**src/rtl/core/clq_pkg.sv**
```systemverilog
// Shared constants, codes and link store request and response types for the circular queue manager.
package clq_pkg;

	localparam int ELEMENTS_DEF = 64;
	localparam int ELEM_W       = 6;
	localparam int SIZE_W       = 7;
	localparam int STATUS_W     = 2;

	typedef enum logic [STATUS_W-1:0] {
		ST_OK         = 2'd0,
		ST_LINKED     = 2'd1,
		ST_EMPTY      = 2'd2,
		ST_NOT_MEMBER = 2'd3
	} status_t;

	typedef enum logic {
		CMD_APPEND = 1'b0,
		CMD_REMOVE = 1'b1
	} cmd_t;

	typedef struct packed {
		logic              nx_we;
		logic [ELEM_W-1:0] nx_waddr;
		logic [ELEM_W-1:0] nx_wdata;
		logic              pv_we;
		logic [ELEM_W-1:0] pv_waddr;
		logic [ELEM_W-1:0] pv_wdata;
		logic [ELEM_W-1:0] nx_raddr;
		logic [ELEM_W-1:0] pv_raddr;
	} link_req_t;

	typedef struct packed {
		logic [ELEM_W-1:0] nx_rdata;
		logic [ELEM_W-1:0] pv_rdata;
	} link_rsp_t;

endpackage

```
**src/rtl/core/clq_req_if.sv**
```systemverilog
// Request channel carrying one command item per handshake.
interface clq_req_if import clq_pkg::*; ();

	logic              valid;
	logic              ready;
	logic              cmd;
	logic [ELEM_W-1:0] elem;

	modport source(output valid, cmd, elem, input ready);
	modport sink(input valid, cmd, elem, output ready);

endinterface

```
**src/rtl/core/clq_rsp_if.sv**
```systemverilog
// Response channel carrying one result item per handshake.
interface clq_rsp_if import clq_pkg::*; ();

	logic                valid;
	logic                ready;
	logic [STATUS_W-1:0] status;
	logic [SIZE_W-1:0]   size;
	logic [ELEM_W-1:0]   head;
	logic                head_valid;

	modport source(output valid, status, size, head, head_valid, input ready);
	modport sink(input valid, status, size, head, head_valid, output ready);

endinterface

```
**src/rtl/core/clq_links.sv**
```systemverilog
// Next and prev link memories, one write and one registered read port each.
module clq_links import clq_pkg::*; #(
	parameter int POOL = ELEMENTS_DEF,
	parameter int IW   = $clog2(POOL)
) (
	input  logic      clk,
	input  link_req_t lreq,
	output link_rsp_t lrsp
);

	logic [IW-1:0] nx_mem [POOL];
	logic [IW-1:0] pv_mem [POOL];

	always_ff @(posedge clk) begin
		if (lreq.nx_we) begin
			nx_mem[IW'(lreq.nx_waddr)] <= IW'(lreq.nx_wdata);
		end
		if (lreq.pv_we) begin
			pv_mem[IW'(lreq.pv_waddr)] <= IW'(lreq.pv_wdata);
		end
		lrsp.nx_rdata <= ELEM_W'(nx_mem[IW'(lreq.nx_raddr)]);
		lrsp.pv_rdata <= ELEM_W'(pv_mem[IW'(lreq.pv_raddr)]);
	end

endmodule

```
**src/rtl/core/clq_ctrl.sv**
```systemverilog
// Sequencer that checks flags, walks the link store and keeps head and count.
module clq_ctrl import clq_pkg::*; #(
	parameter int POOL = ELEMENTS_DEF,
	parameter int IW   = $clog2(POOL)
) (
	input  logic       clk,
	input  logic       arst_n,
	clq_req_if.sink    req,
	clq_rsp_if.source  rsp,
	output link_req_t  lreq,
	input  link_rsp_t  lrsp
);

	typedef enum logic [5:0] {
		S_IDLE   = 6'b000001,
		S_CHECK  = 6'b000010,
		S_TAIL   = 6'b000100,
		S_LINK   = 6'b001000,
		S_UNLINK = 6'b010000,
		S_RESULT = 6'b100000
	} state_t;

	state_t              state_q;
	cmd_t                cmd_q;
	logic [IW-1:0]       elem_q;
	logic                pool_q;
	logic [IW-1:0]       tail_q;
	status_t             status_q;
	logic [IW-1:0]       head_q;
	logic [SIZE_W-1:0]   count_q;
	logic [POOL-1:0]     flag_q;
	logic                rvalid_q;
	status_t             rstatus_q;
	logic [SIZE_W-1:0]   rsize_q;
	logic [ELEM_W-1:0]   rhead_q;
	logic                rhv_q;

	logic                is_linked;
	logic                first;
	logic                last;
	logic                out_free;
	status_t             chk_status;
	logic [SIZE_W-1:0]   count_sum;
	logic [IW-1:0]       nx;
	logic [IW-1:0]       pv;

	assign is_linked = pool_q && flag_q[elem_q];
	assign first     = (count_q == '0);
	assign last      = (count_q == SIZE_W'(1));
	assign out_free  = !rvalid_q || rsp.ready;
	assign nx        = IW'(lrsp.nx_rdata);
	assign pv        = IW'(lrsp.pv_rdata);

	// The one count adder steps up on a link and down on an unlink.
	assign count_sum = count_q + ((state_q == S_UNLINK) ? {SIZE_W{1'b1}} : SIZE_W'(1));

	always_comb begin
		chk_status = ST_OK;
		if (cmd_q == CMD_APPEND) begin
			if (!pool_q || is_linked) begin
				chk_status = ST_LINKED;
			end
		end else if (first) begin
			chk_status = ST_EMPTY;
		end else if (!is_linked) begin
			chk_status = ST_NOT_MEMBER;
		end
	end

	always_comb begin
		lreq = '0;
		case (state_q)
			S_CHECK: begin
				if (cmd_q == CMD_APPEND) begin
					lreq.pv_raddr = ELEM_W'(head_q);
					if (chk_status == ST_OK && first) begin
						lreq.nx_we    = 1'b1;
						lreq.nx_waddr = ELEM_W'(elem_q);
						lreq.nx_wdata = ELEM_W'(elem_q);
						lreq.pv_we    = 1'b1;
						lreq.pv_waddr = ELEM_W'(elem_q);
						lreq.pv_wdata = ELEM_W'(elem_q);
					end
				end else begin
					lreq.nx_raddr = ELEM_W'(elem_q);
					lreq.pv_raddr = ELEM_W'(elem_q);
				end
			end
			S_TAIL: begin
				lreq.nx_we    = 1'b1;
				lreq.nx_waddr = ELEM_W'(elem_q);
				lreq.nx_wdata = ELEM_W'(head_q);
				lreq.pv_we    = 1'b1;
				lreq.pv_waddr = ELEM_W'(elem_q);
				lreq.pv_wdata = lrsp.pv_rdata;
			end
			S_LINK: begin
				lreq.pv_we    = 1'b1;
				lreq.pv_waddr = ELEM_W'(head_q);
				lreq.pv_wdata = ELEM_W'(elem_q);
				lreq.nx_we    = 1'b1;
				lreq.nx_waddr = ELEM_W'(tail_q);
				lreq.nx_wdata = ELEM_W'(elem_q);
			end
			S_UNLINK: begin
				if (!(nx == elem_q || last)) begin
					lreq.nx_we    = 1'b1;
					lreq.nx_waddr = ELEM_W'(pv);
					lreq.nx_wdata = ELEM_W'(nx);
					lreq.pv_we    = 1'b1;
					lreq.pv_waddr = ELEM_W'(nx);
					lreq.pv_wdata = ELEM_W'(pv);
				end
			end
			default: begin
			end
		endcase
	end

	always_ff @(posedge clk or negedge arst_n) begin
		if (!arst_n) begin
			state_q  <= S_IDLE;
			flag_q   <= '0;
			head_q   <= '0;
			count_q  <= '0;
			rvalid_q <= 1'b0;
		end else begin
			if (state_q == S_RESULT && out_free) begin
				rvalid_q <= 1'b1;
			end else if (rsp.ready) begin
				rvalid_q <= 1'b0;
			end
			case (state_q)
				S_IDLE: begin
					if (req.valid) begin
						state_q <= S_CHECK;
					end
				end
				S_CHECK: begin
					if (chk_status != ST_OK) begin
						state_q <= S_RESULT;
					end else if (cmd_q == CMD_REMOVE) begin
						state_q <= S_UNLINK;
					end else if (first) begin
						flag_q[elem_q] <= 1'b1;
						head_q         <= elem_q;
						count_q        <= count_sum;
						state_q        <= S_RESULT;
					end else begin
						state_q <= S_TAIL;
					end
				end
				S_TAIL: begin
					state_q <= S_LINK;
				end
				S_LINK: begin
					flag_q[elem_q] <= 1'b1;
					count_q        <= count_sum;
					state_q        <= S_RESULT;
				end
				S_UNLINK: begin
					flag_q[elem_q] <= 1'b0;
					if (nx == elem_q || last) begin
						head_q  <= '0;
						count_q <= '0;
					end else begin
						count_q <= count_sum;
						if (head_q == elem_q) begin
							head_q <= nx;
						end
					end
					state_q <= S_RESULT;
				end
				S_RESULT: begin
					if (out_free) begin
						state_q <= S_IDLE;
					end
				end
				default: begin
					state_q <= S_IDLE;
				end
			endcase
		end
	end

	always_ff @(posedge clk) begin
		if (state_q == S_IDLE && req.valid) begin
			cmd_q  <= cmd_t'(req.cmd);
			elem_q <= IW'(req.elem);
			pool_q <= (32'(req.elem) < 32'(POOL));
		end
		if (state_q == S_CHECK) begin
			status_q <= chk_status;
		end
		if (state_q == S_TAIL) begin
			tail_q <= pv;
		end
		if (state_q == S_RESULT && out_free) begin
			rstatus_q <= status_q;
			rsize_q   <= count_q;
			rhead_q   <= ELEM_W'(head_q);
			rhv_q     <= !first;
		end
	end

	assign req.ready      = (state_q == S_IDLE);
	assign rsp.valid      = rvalid_q;
	assign rsp.status     = rstatus_q;
	assign rsp.size       = rsize_q;
	assign rsp.head       = rhead_q;
	assign rsp.head_valid = rhv_q;

endmodule

```
**src/rtl/core/circular_linked_queue_manager.sv**
```systemverilog
// Top level of the circular doubly linked queue manager.
//
// The block keeps one circular doubly linked queue over a pool of numbered
// elements. Each request item carries a command (append at tail or remove)
// and an element number; each request yields exactly one response item with
// a status code, the queue size, the head element and a head valid flag.
// Both channels use a valid and ready handshake.
// An append to an empty queue and every failing command go from the check
// step straight to the result step, an append to a nonempty queue passes
// through the tail and link steps and a remove of a member through the
// unlink step. The next request is accepted once the sequencer is back in
// idle. The sequencer and the single read and write port of each link
// memory set these steps; the block holds one request at a time, and
// ready is high only while idle.
// The response register holds a finished item until it is taken, so a new
// request is accepted while the receiver stalls; that request then waits in
// its last step until the register frees.
// Reset empties the queue at once, with all elements unlinked and the head
// at zero; the link memories are not cleared and need no clearing pass.
module circular_linked_queue_manager import clq_pkg::*; #(
	parameter int ELEMENTS = ELEMENTS_DEF
) (
	input  logic      clk,
	input  logic      arst_n,
	clq_req_if.sink   req,
	clq_rsp_if.source rsp
);

	localparam int POOL = (ELEMENTS < (1 << ELEM_W)) ? ELEMENTS : (1 << ELEM_W);
	localparam int IW   = $clog2(POOL);

	link_req_t lreq;
	link_rsp_t lrsp;

	clq_ctrl #(
		.POOL(POOL),
		.IW  (IW)
	) u_ctrl (
		.clk   (clk),
		.arst_n(arst_n),
		.req   (req),
		.rsp   (rsp),
		.lreq  (lreq),
		.lrsp  (lrsp)
	);

	clq_links #(
		.POOL(POOL),
		.IW  (IW)
	) u_links (
		.clk (clk),
		.lreq(lreq),
		.lrsp(lrsp)
	);

	a_head_valid_size: assert property (@(posedge clk) disable iff (!arst_n)
		rsp.valid |-> (rsp.head_valid == (rsp.size != '0)))
		else $error("Head valid flag disagrees with the queue size.");

	a_empty_head_zero: assert property (@(posedge clk) disable iff (!arst_n)
		(rsp.valid && !rsp.head_valid) |-> (rsp.head == '0))
		else $error("Empty queue reports a nonzero head.");

	a_busy_after_accept: assert property (@(posedge clk) disable iff (!arst_n)
		(req.valid && req.ready) |=> !req.ready)
		else $error("Request accepted while an item is still in work.");

	a_size_bound: assert property (@(posedge clk) disable iff (!arst_n)
		rsp.valid |-> (rsp.size <= SIZE_W'(POOL)))
		else $error("Queue size exceeds the element pool.");

endmodule
```
**src/flat_wrapper.sv**
```systemverilog
// flat-port wrapper written by rule: the top's interface ports become plain ports
module circular_linked_queue_manager_flat import clq_pkg::*;
#(
	parameter int ELEMENTS = ELEMENTS_DEF
)
  (clk, arst_n, req_valid, req_cmd, req_elem, req_ready, rsp_valid, rsp_status, rsp_size, rsp_head, rsp_head_valid, rsp_ready);
  clq_req_if req_i ();
  clq_rsp_if rsp_i ();
  input  logic clk;
  input  logic arst_n;
  input wire logic [$bits(req_i.valid)-1:0] req_valid;
  input wire logic [$bits(req_i.cmd)-1:0] req_cmd;
  input wire logic [$bits(req_i.elem)-1:0] req_elem;
  output wire logic [$bits(req_i.ready)-1:0] req_ready;
  output wire logic [$bits(rsp_i.valid)-1:0] rsp_valid;
  output wire logic [$bits(rsp_i.status)-1:0] rsp_status;
  output wire logic [$bits(rsp_i.size)-1:0] rsp_size;
  output wire logic [$bits(rsp_i.head)-1:0] rsp_head;
  output wire logic [$bits(rsp_i.head_valid)-1:0] rsp_head_valid;
  input wire logic [$bits(rsp_i.ready)-1:0] rsp_ready;
  assign req_i.valid = req_valid;
  assign req_i.cmd = req_cmd;
  assign req_i.elem = req_elem;
  assign req_ready = req_i.ready;
  assign rsp_valid = rsp_i.valid;
  assign rsp_status = rsp_i.status;
  assign rsp_size = rsp_i.size;
  assign rsp_head = rsp_i.head;
  assign rsp_head_valid = rsp_i.head_valid;
  assign rsp_i.ready = rsp_ready;
  circular_linked_queue_manager #(.ELEMENTS(ELEMENTS)) u_core (.clk(clk), .arst_n(arst_n), .req(req_i), .rsp(rsp_i));
endmodule
```
**config.mk**
```make
export PLATFORM = sky130hd
export DESIGN_NAME = circular_linked_queue_manager_flat
export DESIGN_NICKNAME = d
export VERILOG_FILES = /design/src/rtl/core/clq_pkg.sv /design/src/rtl/core/clq_req_if.sv /design/src/rtl/core/clq_rsp_if.sv /design/src/rtl/core/clq_links.sv /design/src/rtl/core/clq_ctrl.sv /design/src/rtl/core/circular_linked_queue_manager.sv /design/src/flat_wrapper.sv
export SDC_FILE = /design/constraint.sdc
export NUM_CORES = 1
export LEC_CHECK = 0
export BUFFER_PORTS_ARGS = -buffer_cell sky130_fd_sc_hd__clkbuf_2
export CORE_MARGIN = 3
export CORE_UTILIZATION = 63
export DETAILED_ROUTE_END_ITERATION = 12
export HOLD_SLACK_MARGIN = 0.05
export PLACE_DENSITY = 0.8
export SLEW_MARGIN = 20
export SYNTH_ARGS = -nofsm -noshare
export SYNTH_HDL_FRONTEND = slang
export SYNTH_SLANG_ARGS = --single-unit
```
**constraint.sdc**
```tcl
create_clock -name clk -period 5.6 [get_ports clk]
set_input_delay 1.12 -clock clk [delete_from_list [all_inputs] [get_ports clk]]
set_output_delay 1.12 -clock clk [all_outputs]
set_load 0.01 [all_outputs]
```
After elaboration in Yosys (flattened, before gate mapping)

Memories as Yosys holds them, arrays and structs flattened. A register that Yosys moved wholly into a read port is not among the register bits.
Index checks and enable logic that the tools add are counted.

Register bits after elaboration: 115
Bits in writable memories: 768
Input bits: 11
Output and inout port bits: 18
Word-level logic and storage cells: 97
Memories: 2

Add/subtract/negate cells: 1
$lt $le $gt $ge: 2
Eq/ne operators: 15
Muxes and demuxes: 43
Bitwise logic cells: 3
Reductions and logical operators: 18

Memories:

| memory                | depth | bits a word | rd ports | clocked after Yosys merged registers in | wr ports | RTL line        | text |
|---|---|---|---|---|---|---|---|
| u_core.u_links.nx_mem | 64    | 6           | 1        | 1                                       | 1        | clq_links.sv:11 | `logic [IW-1:0] nx_mem [POOL];` |
| u_core.u_links.pv_mem | 64    | 6           | 1        | 1                                       | 1        | clq_links.sv:12 | `logic [IW-1:0] pv_mem [POOL];` |

Operators with widths:

| kind               | number |
|---|---|
| $mux 64            | 3 |
| $pmux 64 s3        | 1 |
| $pmux 26 s4        | 1 |
| $mux 26            | 3 |
| $mux 6             | 12 |
| $and 64x64->64     | 1 |
| $not 64->64        | 1 |
| $or 64x64->64      | 1 |
| $mux 7             | 5 |
| $pmux 6 s5         | 1 |
| $pmux 7 s3         | 1 |
| $eq 6x6->1         | 2 |
| $mux 12            | 1 |
| $pmux 6 s2         | 1 |
| $ne 2x2->1 const B | 5 |
| $mux 1             | 9 |
| $add 7x7->7        | 1 |
| $eq 7x1->1 const B | 1 |
| $logic_not 7->1    | 1 |
| $lt 6x7->1 const B | 1 |
| $bmux 1 s6         | 1 |
| $demux 1 s6        | 1 |
| $eq 6x1->1 const B | 1 |
| $eq 6x2->1 const B | 1 |
| 17 further kinds   | 26 |

Logic depth before layout (Yosys ltp)

Depth after elaboration: 12
Mapped depth: 16
Mapped depth without buffers: 13

Modules after synthesis

From an unflattened synthesis, not the netlist that was laid out.

Cell total of the unflattened synthesis: 2030
Area, all modules: 36450.0 µm²

By module, submodules not included:

| module    | times used | cells each | area an instance (µm²) | sequential area each (µm²) |
|---|---|---|---|---|
| clq_links | 1          | 1439       | 30247.8                | 23302.3 |
| clq_ctrl  | 1          | 591        | 6202.2                 | 3034.2 |

Worst setup path after synthesis

No wires, ideal clock.

Path type: register to register
Start: register u_core.u_ctrl.elem_q[1]
End: memory u_core.u_links.pv_mem[0][0] (netlist bit), data pin
Setup time: 0.366 ns
Arrival time: 3.699 ns
Required time: 5.234 ns
Path slack: 1.535 ns
Stages on the path, launching flop included: 15
Buffers on the path: 6
Clock period less this slack: 4.065 ns
Path through: edfxtp_1 -> nor2b_1 -> buf_6 -> and2_4 -> buf_6 -> a221oi_2 -> o211ai_1 -> or4_4 -> or2_1 -> buf_6 -> buf_6 -> nand2b_1 -> buf_2 -> buf_2 -> a22o_1

RTL lines:

| item                   | RTL line        | text |
|---|---|---|
| from (decl)            | clq_ctrl.sv:25  | `logic [IW-1:0] elem_q;` |
| from (signal assigned) | clq_ctrl.sv:189 | `elem_q <= IW'(req.elem);` |
| to (decl)              | clq_links.sv:12 |  |

Worst setup path in the final report

Start: register u_core.u_ctrl.elem_q[1]
End: memory u_core.u_links.pv_mem[40][4] (netlist bit), enable pin

Cells in the longest elaborated chain, start to end: 12
Elaborated cells between the ends (all ways): 16
Those cells by class: eq/ne: 1; mux: 12; reduce/logical: 3

RTL lines:

| item                         | RTL line        | text |
|---|---|---|
| $bmux 1 s6                   | clq_ctrl.sv:47  | `assign is_linked = pool_q && flag_q[elem_q];` |
| $mux 1 (implied by the code) | clq_ctrl.sv:47  |  |
| $mux 2                       | clq_ctrl.sv:65  | `end else if (!is_linked) begin` |
| $mux 2                       | clq_ctrl.sv:63  | `end else if (first) begin` |
| $mux 2                       | clq_ctrl.sv:59  | `if (cmd_q == CMD_APPEND) begin` |
| $logic_not 2->1              | clq_ctrl.sv:76  | `if (chk_status == ST_OK && first) begin` |
| $logic_and 1x1->1            | clq_ctrl.sv:76  |  |
| $mux 26                      | clq_ctrl.sv:76  |  |
| $mux 26                      | clq_ctrl.sv:74  | `if (cmd_q == CMD_APPEND) begin` |
| $pmux 26 s4 *                | clq_ctrl.sv:72  | `case (state_q)` |
| $mux 1                       | clq_links.sv:18 | `if (lreq.pv_we) begin` |
| $mux 1 (implied by the code) | clq_links.sv:19 | `pv_mem[IW'(lreq.pv_waddr)] <= IW'(lreq.pv_wdata);` |

Every way passes the cells marked *; elsewhere a longest branch is shown, timed or not. The select of a mux whose other input is x is not followed.

==> run_results.csv <==
group,metric,value,unit
worst_setup_path,endpoint,"u_core.u_links.pv_mem[40][4]",
detailed_routing,wirelength,96300,um
logic_synthesis,async_flop_share,9.39,%
sta,finalHoldViolCount,0,
worst_setup_path,ff2ff_setup_slack,550,ps
detailed_routing,wire_per_inst,26.3,um
logic_synthesis,synth_top_area_share,64.2,%
logic_synthesis,synth_nets,2845,
job,cap_violations,0,
placed_design,placedCellCount,3490,
worst_setup_path,cp.arrival,5310,ps
sta,rsz0062_at_grt,"no",
placed_design,place_congestion,0.900,
logic_synthesis,ys.flop_type,"edfxtp_1",
logic_synthesis,synth_area_leaders,"edfxtp_1 (64%), dfrtp_1 (5.6%), nand2_1 (4.2%)",
placed_design,dp_slack,671,ps
worst_setup_path,timing.rr.start,"u_core.u_ctrl.elem_q[1]",
power_and_ir_drop,ir_drop,0.000278,V
global_routing,grt_usage,30.5,%
logic_synthesis,netlist_area,37400,um2
floorplan,io_pins,29,
sta,setup_viol,0,
sta,relSlewSlack,26.2,%
logic_synthesis,yosysMostFrequentCell,"edfxtp_1",
global_routing,grt_antenna_before_repair,2,
logic_synthesis,synth-seq-cells,895,
worst_setup_path,r2r-end,"u_core.u_links.pv_mem[40][4]",
final_layout,drive_gt1_share,9.94,%
clock_network,cts_resized,0,
sta,fin_skew,41.9,ps
sta,holdWs,435,ps
worst_setup_path,crit_required,5860,ps
clock_network,cts_sinks,895,
sta,period_share,90.2,%
clock_network,worstSkewPairLatency,660,ps
detailed_routing,ant_nets,0,
detailed_routing,drt_iter0_markers,3629,
logic_synthesis,yosysUniqueCellTypes,75,
clock_network,htree_levels,3,
floorplan,die_area,62200,um2
detailed_routing,drcViolationCount,0,
sta,timing.final.ws_setup,547,ps
clock_network,cts_tree,"built",
logic_synthesis,synth_edf_count,799,
clock_network,cts_buffer_depth,3,
detailed_routing,first_pass_iters,8,
detailed_routing,num_vias,25400,
clock_network,cts_setup_buffers,0,
sta,setup_tns,0,ps
power_and_ir_drop,cellLeakagePower,14.3,nW
global_routing,grt_pass1_wl,147000,um
logic_synthesis,syn_avg_cell_area,13.2,um2
final_layout,finalInstanceArea,41400,um2
floorplan,initial_core_util,64.3,%
clock_network,cts_buffers,88,
final_layout,final_cells,3654,
final_layout,area_growth,10.8,%
final_layout,num-nets-final,2833,
power_and_ir_drop,p_total,15.6,mW
worst_setup_path,cp-startpoint,"u_core.u_ctrl.elem_q[1]",
worst_setup_path,critPathKind,"register to register",
floorplan,dieHeight,249,um
final_layout,nFillCells,3605,
sta,finalCriticalPeriod,5050,ps
detailed_routing,vias_per_cell,6.94,
worst_setup_path,crit_fanout,46,
sta,slew_viol_final,0,
final_layout,fin_util,71.2,%
placed_design,port_buffers,28,
logic_synthesis,synth_top_area_cell,"edfxtp_1",
floorplan,core_area,58100,um2
floorplan,rows,88,
sta,worstMarginPinSlew,1100,ps
sta,fmax,198,MHz
clock_network,clkTransAtPathRegs,60,ps
min_path,hold_path.class,"register to register",
logic_synthesis,synth_common_cells,"edfxtp_1 (799), nand2_1 (419), a21oi_1 (192)",
worst_setup_path,startpoint_type,"register",
logic_synthesis,yosys_warnings,0,
power_and_ir_drop,power_density,378,nW/um2
clock_network,root_buffer,"clkbuf_16",
global_routing,grt_max_degree,109,
placed_design,place_area,38400,um2
worst_setup_path,cp-end-kind,"register",
status,status,"completed",
final_layout,regArea,26300,um2
worst_setup_path,ff2ff_path_depth,12,
final_layout,multi_input_area,10200,um2
clock_network,hold_buffers,0,
floorplan,die_x,249,um
logic_synthesis,netlist_instances,2828,
global_routing,grt_pass1_vias,24500,
placed_design,dpl.hpwl,57600,um
logic_synthesis,seq_area_frac_synth,70.5,%
global_routing,grt_overflow,0,
## flip-flops by register name (all words and copies together), names as in the netlist, named ones only
name / flops
u_core.u_ctrl.state_q: 6
u_core.u_ctrl.rsp.head_valid: 1
u_core.u_links.pv_mem: 384
u_core.u_ctrl.status_q: 2
u_core.u_links.lrsp: 12
u_core.u_ctrl.rsp.valid: 1
u_core.u_ctrl.rsp.status: 2
u_core.u_links.nx_mem: 384
u_core.u_ctrl.cmd_q: 1
u_core.u_ctrl.rsp.size: 7
u_core.u_ctrl.elem_q: 6
u_core.u_ctrl.tail_q: 6
u_core.u_ctrl.count_q: 7
u_core.u_ctrl.rsp.head: 6
u_core.u_ctrl.head_q: 6
## metal layers
| metal | vias to the layer above | global-route usage [%] | wire length (um) |
|---|---|---|---|
| met5 | - | 0 | 12 |
| met4 | 2 | 11.2 | 3140 |
| met3 | 286 | 7.26 | 11700 |
| met2 | 1917 | 47.4 | 45000 |
| met1 | 12300 | 42.5 | 36400 |
| li1 | 10800 | - | - |
## critical path, cell delays in order, from the launching register on
cell and delay (ps):
edfxtp_1 880, nor2b_1 670, a22oi_1 190, nand4_1 150, o211ai_1 110, or4_4 580
or2_1 270, buf_4 200, nand2b_1 120, buf_4 500, o221ai_1 230, buf_4 240
nor2_1 500
## report_power, final
| part | internal, mW | switching, mW | leakage, nW |
|---|---|---|---|
| Sequential | 7.48 | 0.227 | 8.82 |
| Combinational | 0.579 | 1.38 | 4.09 |
| Clock | 3.41 | 2.56 | 1.41 |
## cell type report
class | instances | share of cell area, %
Antenna cell | 1 | 0.00605
Clock buffer | 102 | 5.50
Sequential cell | 895 | 63.6
Tap cell | 765 | 2.31
Multi-Input combinational cell | 1708 | 24.7
Timing Repair Buffer | 99 | 2.03
Clock inverter | 60 | 1.61
Inverter | 24 | 0.218
## worst min-delay path by stage
stage | cells after the start | end | startpoint
detailed placement | 0 | u_core.u_ctrl.rsp.status[1] | u_core.u_ctrl.status_q[1]
global route | 0 | u_core.u_ctrl.rsp.status[1] | u_core.u_ctrl.status_q[1]
global placement | 0 | u_core.u_ctrl.rsp.status[0] | u_core.u_ctrl.status_q[0]
floorplan | 0 | u_core.u_ctrl.rsp.status[0] | u_core.u_ctrl.status_q[0]
CTS | 0 | u_core.u_ctrl.rsp.status[1] | u_core.u_ctrl.status_q[1]
finish | 0 | u_core.u_ctrl.rsp.status[1] | u_core.u_ctrl.status_q[1]
## layout by cell type (no fill, tap or decap), types with 9 or more instances in the layout
cell / n
a21o_1: 11
a21oi_1: 192
a211oi_1: 122
clkbuf_16: 88
nor2b_1: 120
o211ai_1: 17
o221ai_1: 30
clkbuf_1: 12
o31ai_1: 12
bufinv_16: 10
inv_1: 16
mux2i_1: 75
nand2b_1: 10
nand3_1: 26
a31oi_1: 74
a311oi_1: 80
and2_1: 12
buf_4: 58
clkinvlp_4: 9
nor2_1: 160
clkbuf_2: 27
buf_12: 13
o22ai_1: 14
clkinv_2: 18
edfxtp_1: 799
a22o_1: 11
o21ai_0: 55
a22oi_1: 12
nand2_1: 418
and3_1: 34
dfxtp_1: 12
clkinv_1: 13
nor4_1: 16
o32ai_1: 23
nor3_1: 35
xor2_1: 11
dfrtp_1: 83
## cell families (layout without fill, tap and decap cells)
group,after synthesis,after routing,synth area share (%)
flip-flops,895,895,70.5
AND/OR/NAND/NOR,877,877,10.7
AO/OA/AOI/OAI,723,723,13.4
buffers and inverters,225,285,2.44
multiplexers,85,85,2.34
XOR/XNOR,17,17,0.399
adder cells (fa/ha/maj),6,6,0.221
other,0,1,0
No activity file was read; power rests on OpenSTA's default activity.
